[config.mk]
export PLATFORM = sky130hd
export DESIGN_NAME = pam_match_unit
export DESIGN_NICKNAME = d
export VERILOG_FILES = /design/src/rtl/pam_pkg.sv /design/src/rtl/pam_match_unit.sv
export SDC_FILE = /design/constraint.sdc
export NUM_CORES = 1
export LEC_CHECK = 0
export ABC_AREA = 1
export BUFFER_PORTS_ARGS = -buffer_cell sky130_fd_sc_hd__buf_2
export CORE_AREA = 2 2 111 113
export CTS_BUF_LIST = sky130_fd_sc_hd__clkbuf_4 sky130_fd_sc_hd__clkbuf_8 sky130_fd_sc_hd__clkbuf_16
export CTS_CLUSTER_SIZE = 25
export DETAILED_ROUTE_END_ITERATION = 8
export DIE_AREA = 0 0 113 115
export PLACE_DENSITY_LB_ADDON = 0.3
export SYNTH_ARGS = -nofsm -noshare
export SYNTH_HDL_FRONTEND = slang
export SYNTH_SLANG_ARGS = --single-unit
[constraint.sdc]
create_clock -name clk_i -period 2.83 [get_ports clk_i]
set_clock_uncertainty 0.2 [all_clocks]
set_input_delay 0.283 -clock clk_i [delete_from_list [all_inputs] [get_ports clk_i]]
set_output_delay 0.283 -clock clk_i [all_outputs]
set_load 0.01 [all_outputs]
[src/rtl/pam_pkg.sv]
package pam_pkg;

  // field widths fixed by the item formats
  localparam int CFG_W  = 7;
  localparam int SLOT_W = 6;
  localparam int PLEN_W = 8;
  localparam int ADDR_W = 64;

  // transaction modes
  localparam logic MODE_WRITE  = 1'b0;
  localparam logic MODE_LOOKUP = 1'b1;

  // address families
  localparam logic FAM_IPV4 = 1'b0;
  localparam logic FAM_IPV6 = 1'b1;

  // rule kinds as stored in the table
  localparam logic [1:0] KIND_EMPTY  = 2'd0;
  localparam logic [1:0] KIND_HOST   = 2'd1;
  localparam logic [1:0] KIND_PREFIX = 2'd2;
  localparam logic [1:0] KIND_ANY    = 2'd3;

  // match classes, lower is better; none means nothing matched yet
  localparam logic [1:0] CLS_HOST   = 2'd0;
  localparam logic [1:0] CLS_PREFIX = 2'd1;
  localparam logic [1:0] CLS_ANY    = 2'd2;
  localparam logic [1:0] CLS_NONE   = 2'd3;

  // longest legal prefix per family
  localparam logic [PLEN_W-1:0] PLEN_MAX_V4 = 8'd32;
  localparam logic [PLEN_W-1:0] PLEN_MAX_V6 = 8'd128;

  typedef struct packed {
    logic                  mode;
    logic [SLOT_W-1:0]     rule_slot;
    logic [1:0]            rule_kind;
    logic                  family;
    logic [PLEN_W-1:0]     prefix_length;
    logic [ADDR_W-1:0]     address_high;
    logic [ADDR_W-1:0]     address_low;
  } in_item_t;

  typedef struct packed {
    logic              found;
    logic [SLOT_W-1:0] matched_slot;
    logic [1:0]        matched_class;
  } out_item_t;

  // 11-bit table entry: kind in 1..0, family in 2, prefix in 10..3
  typedef struct packed {
    logic [PLEN_W-1:0] plen;
    logic              family;
    logic [1:0]        kind;
  } rule_info_t;

  typedef struct packed {
    logic [ADDR_W-1:0] hi;
    logic [ADDR_W-1:0] lo;
  } rule_addr_t;

  // write strobes and data towards the rule memories
  typedef struct packed {
    logic       info_we;
    logic       addr_we;
    rule_info_t info;
    rule_addr_t addr;
  } rule_wr_t;

  // registered read data back from the rule memories
  typedef struct packed {
    logic       valid;
    rule_info_t info;
    rule_addr_t addr;
  } rule_rd_t;

  // peer under lookup, already normalised to its family
  typedef struct packed {
    logic       family;
    rule_addr_t addr;
  } peer_t;

  // best candidate so far
  typedef struct packed {
    logic [1:0]        cls;
    logic [SLOT_W-1:0] slot;
  } best_t;

  typedef enum logic [2:0] {
    ST_CLEAR,
    ST_IDLE,
    ST_SCAN,
    ST_DRAIN,
    ST_FINISH
  } state_e;

endpackage

[src/rtl/pam_match_unit.sv]
module pam_match_unit #(
  parameter int MAX_RULES = 64
) (
  input  logic                                       clk_i,
  input  logic                                       rst_ni,
  input  logic                                       start_i,
  input  pam_pkg::peer_t                             peer_i,
  input  pam_pkg::rule_rd_t                          rd_i,
  input  logic [((MAX_RULES > 1) ? $clog2(MAX_RULES) : 1)-1:0] ridx_i,
  output pam_pkg::best_t                             best_o
);

  // per-bit prefix mask, top plen bits of the family's address width
  function automatic logic [2*pam_pkg::ADDR_W-1:0] prefix_mask(
    input logic                      fam,
    input logic [pam_pkg::PLEN_W-1:0] plen
  );
    logic [2*pam_pkg::ADDR_W-1:0] m;
    m = '0;
    for (int i = 0; i < 2 * pam_pkg::ADDR_W; i++) begin
      if (fam == pam_pkg::FAM_IPV6) begin
        m[2*pam_pkg::ADDR_W-1-i] = (8'(i) < plen);
      end else if (i < 32) begin
        m[31-i] = (8'(i) < plen);
      end
    end
    return m;
  endfunction

  logic [1:0]                   rule_cls;
  logic [2*pam_pkg::ADDR_W-1:0] diff;
  logic                         hit;
  logic                         take;
  pam_pkg::best_t               best_q;
  pam_pkg::best_t               best_d;

  // does the entry just read match the peer
  always_comb begin
    rule_cls = 2'(rd_i.info.kind - 2'd1);
    diff     = rd_i.addr ^ peer_i.addr;
    hit      = 1'b0;
    unique case (rd_i.info.kind)
      pam_pkg::KIND_EMPTY:  hit = 1'b0;
      pam_pkg::KIND_ANY:    hit = 1'b1;
      pam_pkg::KIND_HOST:   hit = (rd_i.info.family == peer_i.family) && (diff == '0);
      pam_pkg::KIND_PREFIX: hit = (rd_i.info.family == peer_i.family) &&
                                  ((diff & prefix_mask(peer_i.family, rd_i.info.plen)) == '0);
      default:              hit = 1'b0;
    endcase
    take = rd_i.valid && hit && (rule_cls < best_q.cls);
  end

  // keep the best class, first slot wins within a class
  always_comb begin
    best_d = best_q;
    if (start_i) begin
      best_d.cls  = pam_pkg::CLS_NONE;
      best_d.slot = '0;
    end else if (take) begin
      best_d.cls  = rule_cls;
      best_d.slot = pam_pkg::SLOT_W'(ridx_i);
    end
  end

  always_ff @(posedge clk_i or negedge rst_ni) begin
    if (!rst_ni) begin
      best_q.cls  <= pam_pkg::CLS_NONE;
      best_q.slot <= '0;
    end else begin
      best_q <= best_d;
    end
  end

  assign best_o = best_q;

endmodule

### Yosys cells after proc, flatten, opt, wreduce, memory -nomap -nowiden

Index checks and enable logic that the tools add are counted.

* bitwise operators: 2
* order comparisons: 129
* reductions and logical operators: 8
* multiplexer cells: 259
* equal/unequal tests: 4
* add/subtract/negate cells: 1

Operator list (count)
* 7-bit by 8-bit < comparator with 1-bit output, first input constant: 64
* 128-bit logical NOT: 2
* 6-bit by 8-bit < comparator with 1-bit output, first input constant: 32
* 1-bit 2-to-1 mux: 256
* 128-bit AND: 1
* 5-bit by 8-bit < comparator with 1-bit output, first input constant: 16
* 128-bit XOR: 1
* 4-bit by 8-bit < comparator with 1-bit output, first input constant: 8
* 3-bit by 8-bit < comparator with 1-bit output, first input constant: 4
* 1-bit by 8-bit < comparator with 1-bit output, first input constant: 2
* 2-bit by 8-bit < comparator with 1-bit output, first input constant: 2
* 8-bit 2-to-1 mux: 2
* 2-bit equality test, second input constant: 2
* 1-bit logical AND: 4
* 1-bit one-hot mux with 4 select lines: 1
* 2-bit by 1-bit equality test with 1-bit output, second input constant: 1
* 2-bit logical NOT: 1
* 2-bit < comparator: 1
* 2-bit nonzero test: 1
* 2-bit by 1-bit subtractor with 2-bit output, second input constant: 1
* 1-bit equality test: 1

* input port bits: 278
* word-level logic and storage cells: 405
* output and inout port bits: 8
* bits in registers: 8

### Longest topological paths before layout

* word-level depth: 11
* gate-level depth with buffers: 23
* depth with buffers taken out: 21

### Worst setup path before layout

No wires, ideal clock.

* kind: in2reg
* start point: input rd_i[132] (netlist bit)
* end point: register best_q (netlist bit best_o[0])
* stages: 19
* library setup time: 118 ps
* path slack: 579 ps
* data required time: 2512 ps
* arrival time: 1933 ps
* path buffers: 1
* cell sequence: buf_2 -> nor2_1 -> nand2_1 -> nand2_1 -> nand2_1 -> nand2_1 -> o21ai_1 -> nor2_1 -> nand2_1 -> nor2_1 -> nand2_1 -> nor2_1 -> nand3_1 -> nand2_1 -> nand2_2 -> nand2_4 -> nand2_4 -> nand3_1 -> nand2_1

* word-level cells in the longest chain between the ends: 10
* elaborated cells between the ends (all ways): 391
* classes of those cells: order compare (128); mux (257); bitwise (1); reduce/logical (5)

RTL lines
* start: declaration: RTL line pam_match_unit.sv:8 `input pam_pkg::rule_rd_t rd_i,`
* 5-bit by 8-bit < comparator with 1-bit output, or another cell as far along: RTL line pam_match_unit.sv:22, pam_match_unit.sv:24
* 1-bit 2-to-1 mux: RTL line pam_match_unit.sv:21 `if (fam == pam_pkg::FAM_IPV6) begin`
* 1-bit 2-to-1 mux: RTL line pam_match_unit.sv:42 `unique case (rd_i.info.kind)`
* 128-bit AND (*): RTL line pam_match_unit.sv:47 `((diff & prefix_mask(peer_i.family, rd_i.info.plen)) == '0);`
* 128-bit logical NOT (*): RTL line pam_match_unit.sv:47
* 1-bit logical AND (*): RTL line pam_match_unit.sv:46 `pam_pkg::KIND_PREFIX: hit = (rd_i.info.family == peer_i.family) &&`
* 1-bit one-hot mux with 4 select lines (*): RTL line pam_match_unit.sv:42
* 1-bit logical AND (*) (2 in series): RTL line pam_match_unit.sv:50 `take = rd_i.valid && hit && (rule_cls < best_q.cls);`
* 2-bit nonzero test (no line) (*)
* end signal: assignment: RTL line pam_match_unit.sv:70 `best_q <= best_d;`
* end: declaration: RTL line pam_match_unit.sv:34 `pam_pkg::best_t best_q;`

Every way passes the cells marked *; elsewhere a longest branch is shown, timed or not. The select of a mux whose other input is x is not followed.
A chain may end at the register's enable or synchronous reset.

### Worst setup path after layout

* start point: input rd_i[134] (netlist bit)
* end point: register best_q (netlist bit best_o[1])

The elaborated chain is that of the path after synthesis.

==> results.yml <==
run_status:
  status: "finished with violations"
  violations: "DRC"
logic_synthesis:
  synth.area.top_cells: "nand2_1 (26%), xor2_1 (19%), nor2_1 (8.2%), nand4_1 (8.2%), nand3_1 (7.2%)"
  postSynthNetCount: 1147
  synthDistinctLibCells: 28
  ys_ff_latch: 8
  synthFlopType: "dfrtp_1"
  syn_area_sq_um: 4600
  yosys_warnings: 0
  syn_avg_cell_area_sq_um: 5.32
  synth_edf_count: 0
  yosysSeqAreaShare_pct: 4.41
  yosys-top-cells-count: "nand2_1 (323), nor2_1 (101), xor2_1 (99), nand3_1 (66), nand4_1 (60)"
  async_flop_share_pct: 100
  synth.most_common_cell: "nand2_1"
  netlist_instances: 865
  synth.top_cell.area_share_pct: 26.4
  synth_top_area_cell: "nand2_1"
die:
  design.core.area_sq_um: 11800
  die_w_microns: 113
  start_util_pct: 39.0
  pin_count: 286
  die_h_microns: 115
  die_area_sq_um: 13000
  row_count: 40
power_and_ir_drop:
  peakVddDrop_mv: 0.175
  leakage_nw: 3.47
  powerDensity_nw_per_um2: 211
grt:
  grt_max_degree: 106
  grt_first_pass_wirelength_microns: 28700
  grt_use_total_pct: 27.1
  grt_pass1_vias: 6172
  antenna_found_initial: 1
  grt_overflow_total: 0
layout:
  seqCellArea_sq_um: 203
  fin_util_pct: 54.1
  nets: 1436
  largest_reg_flops: 8
  areaGrowthSynthToFinish_pct: 39.0
  nFillCells: 1308
  layoutNonFillerInstCount: 1300
  drive_gt1_share_pct: 30.1
  n_antenna_cell: 0
  multi_input_area_sq_um: 4060
cts:
  cts_tree: "yes"
  clkLatencyLatePin_ns: 0.23
  cts_max_level: 1
  cts_setup_buffers: 0
  clock_path_buffers: 2
  clock_sinks: 8
  cts-root-buf: "clkbuf_16"
  path_clk_slew_ns: 0.04
  cts-buffers-inserted: 3
setup_path:
  worstRegToRegCells: 9
  crit_required_ns: 2.74
  worstSetupEndpointType: "register"
  worstReg2RegStart: "best_o[7]"
  ff2ff_setup_slack_ns: 0.96
  cp-start-kind: "input port"
  worstReg2RegEnd: "best_o[1]"
  crit_path_max_fanout: 9
  cp_data_arrival_time_ns: 2.50
  worstSetupPathType: "in -> reg"
sta:
  maxSlewHeadroom_pct: 59.2
  worst_pin_slew_ns: 0.611
  hold_violations: 0
  min_period_over_period_pct: 91.2
  max_freq_ghz: 0.387
  rsz0062_at_grt: "no"
  post-route-min-period_ns: 2.58
  slew_violations: 0
  fin_tns_setup_ns: 0
  final.setup.worst_slack_ns: 0.248
  setup_violations: 0
route:
  drc: 13
  met1Wirelength_microns: 7240
  vias: 6553
  top_layer_used: "met5"
  via_per_inst: 5.04
  detail_route.first_pass.iterations: 7
  ant_nets: 0
  route.met3.wl_microns: 1460
  dr.first_iter.drc_count: 347
  drt-total-wl_microns: 18400
  wl_met2_microns: 9310
  wl_per_cell_microns: 14.2
placement:
  dpl.cell_count: 1295
  io_buffers: 285
  dpl.hpwl_microns: 15500
  gp_congestion: 0.941
  place_ws_ns: -0.0134
hold_path:
  worstHoldPathType: "in -> reg"
  hold_end: "best_o[4]"
  hold_path_depth: 3
  holdCritStartpoint: "ridx_i[4]"
job:
  maxCapViolCount: 0
-- power by group --
group          internal, mW  leakage [nW]  total [mW]  switching [mW]
Clock                 0.198        0.0416       0.257          0.0593
Combinational         0.421          3.33       0.965           0.544
Sequential            0.124         0.104       0.129         0.00523
Total                 0.742          3.47        1.35           0.608
-- worst max-delay path, cell delays in order --
cell and delay, ns:
buf_2 0.14, inv_1 0.16, nand2_1 0.09, nor2_2 0.24, buf_4 0.21, nand2_1 0.06, nand4_1 0.07, nand2_1 0.06
nor2_1 0.08, nand2_1 0.07, nor2_1 0.12, nand2_1 0.11, nor2_1 0.21, nand3_1 0.10, nand2_1 0.08, nand2_2 0.06
nand2_4 0.10, nand2_4 0.10, nand3_1 0.08, nand2_1 0.07
-- kinds of logic after synthesis --
group	Yosys count	synth area share (%)
adders and majority gates	4	1.09
and+or+nand+nor	601	57.5
buffers and inverters	81	7.51
xor gates and xnor gates	131	24.9
DFF	8	4.41
AOI/OAI and AO/OA	40	4.51
-- metal layers --
metal	up-vias	GRT usage, %
li1	3374	-
met1	2861	32.2
met2	287	51.5
met3	29	3.48
met4	2	6.83
met5	-	0
-- per-stage QoR --
step	area, sq um	total power, mW	hold slack (ns)
floorplan	4600	0.685	-0.213
global placement	6290	1.08	-0.0695
detailed placement	6290	1.09	-0.0705
CTS	6390	1.35	0.101
global route	6390	1.47	0.116
finish	6390	1.35	0.103
-- layout by cell type, fill, tap and decap left out, types with 7 or more instances in the layout --
cell type / n
nor2_1: 99
nand4_1: 60
nor3_1: 18
nand3b_1: 15
nand3_1: 66
nand2_2: 7
inv_1: 41
xnor2_1: 32
nand2_1: 322
xor2_1: 99
a21oi_1: 11
buf_4: 31
o21ai_0: 24
buf_2: 284
-- worst max path at each step --
| stage | startpoint | to | slack [ns] |
|---|---|---|---|
| floorplan | rd_i[132] | best_o[0] | 0.58 |
| global placement | rd_i[134] | best_o[1] | -0.02 |
| detailed placement | rd_i[134] | best_o[0] | -0.01 |
| CTS | rd_i[134] | best_o[1] | 0.22 |
| global route | rd_i[134] | best_o[7] | 0.02 |
| finish | rd_i[134] | best_o[1] | 0.25 |
-- timing repair --
item / in CTS / in global routing
endpoints found under the setup margin: 0 / 8
gates resized for setup: 0 / 4
hold endpoints to repair: 8 / 0
hold buffers: 1 / 0
-- cell type report --
cell class                      count  share of cell area, %
Multi-Input combinational cell    776                   63.5
Timing Repair Buffer              317                   26.3
Sequential cell                     8                   3.17
Tap cell                          147                   2.88
Inverter                           48                   2.82
Clock buffer                        4                   1.29
No activity file was read; power rests on OpenSTA's default activity.
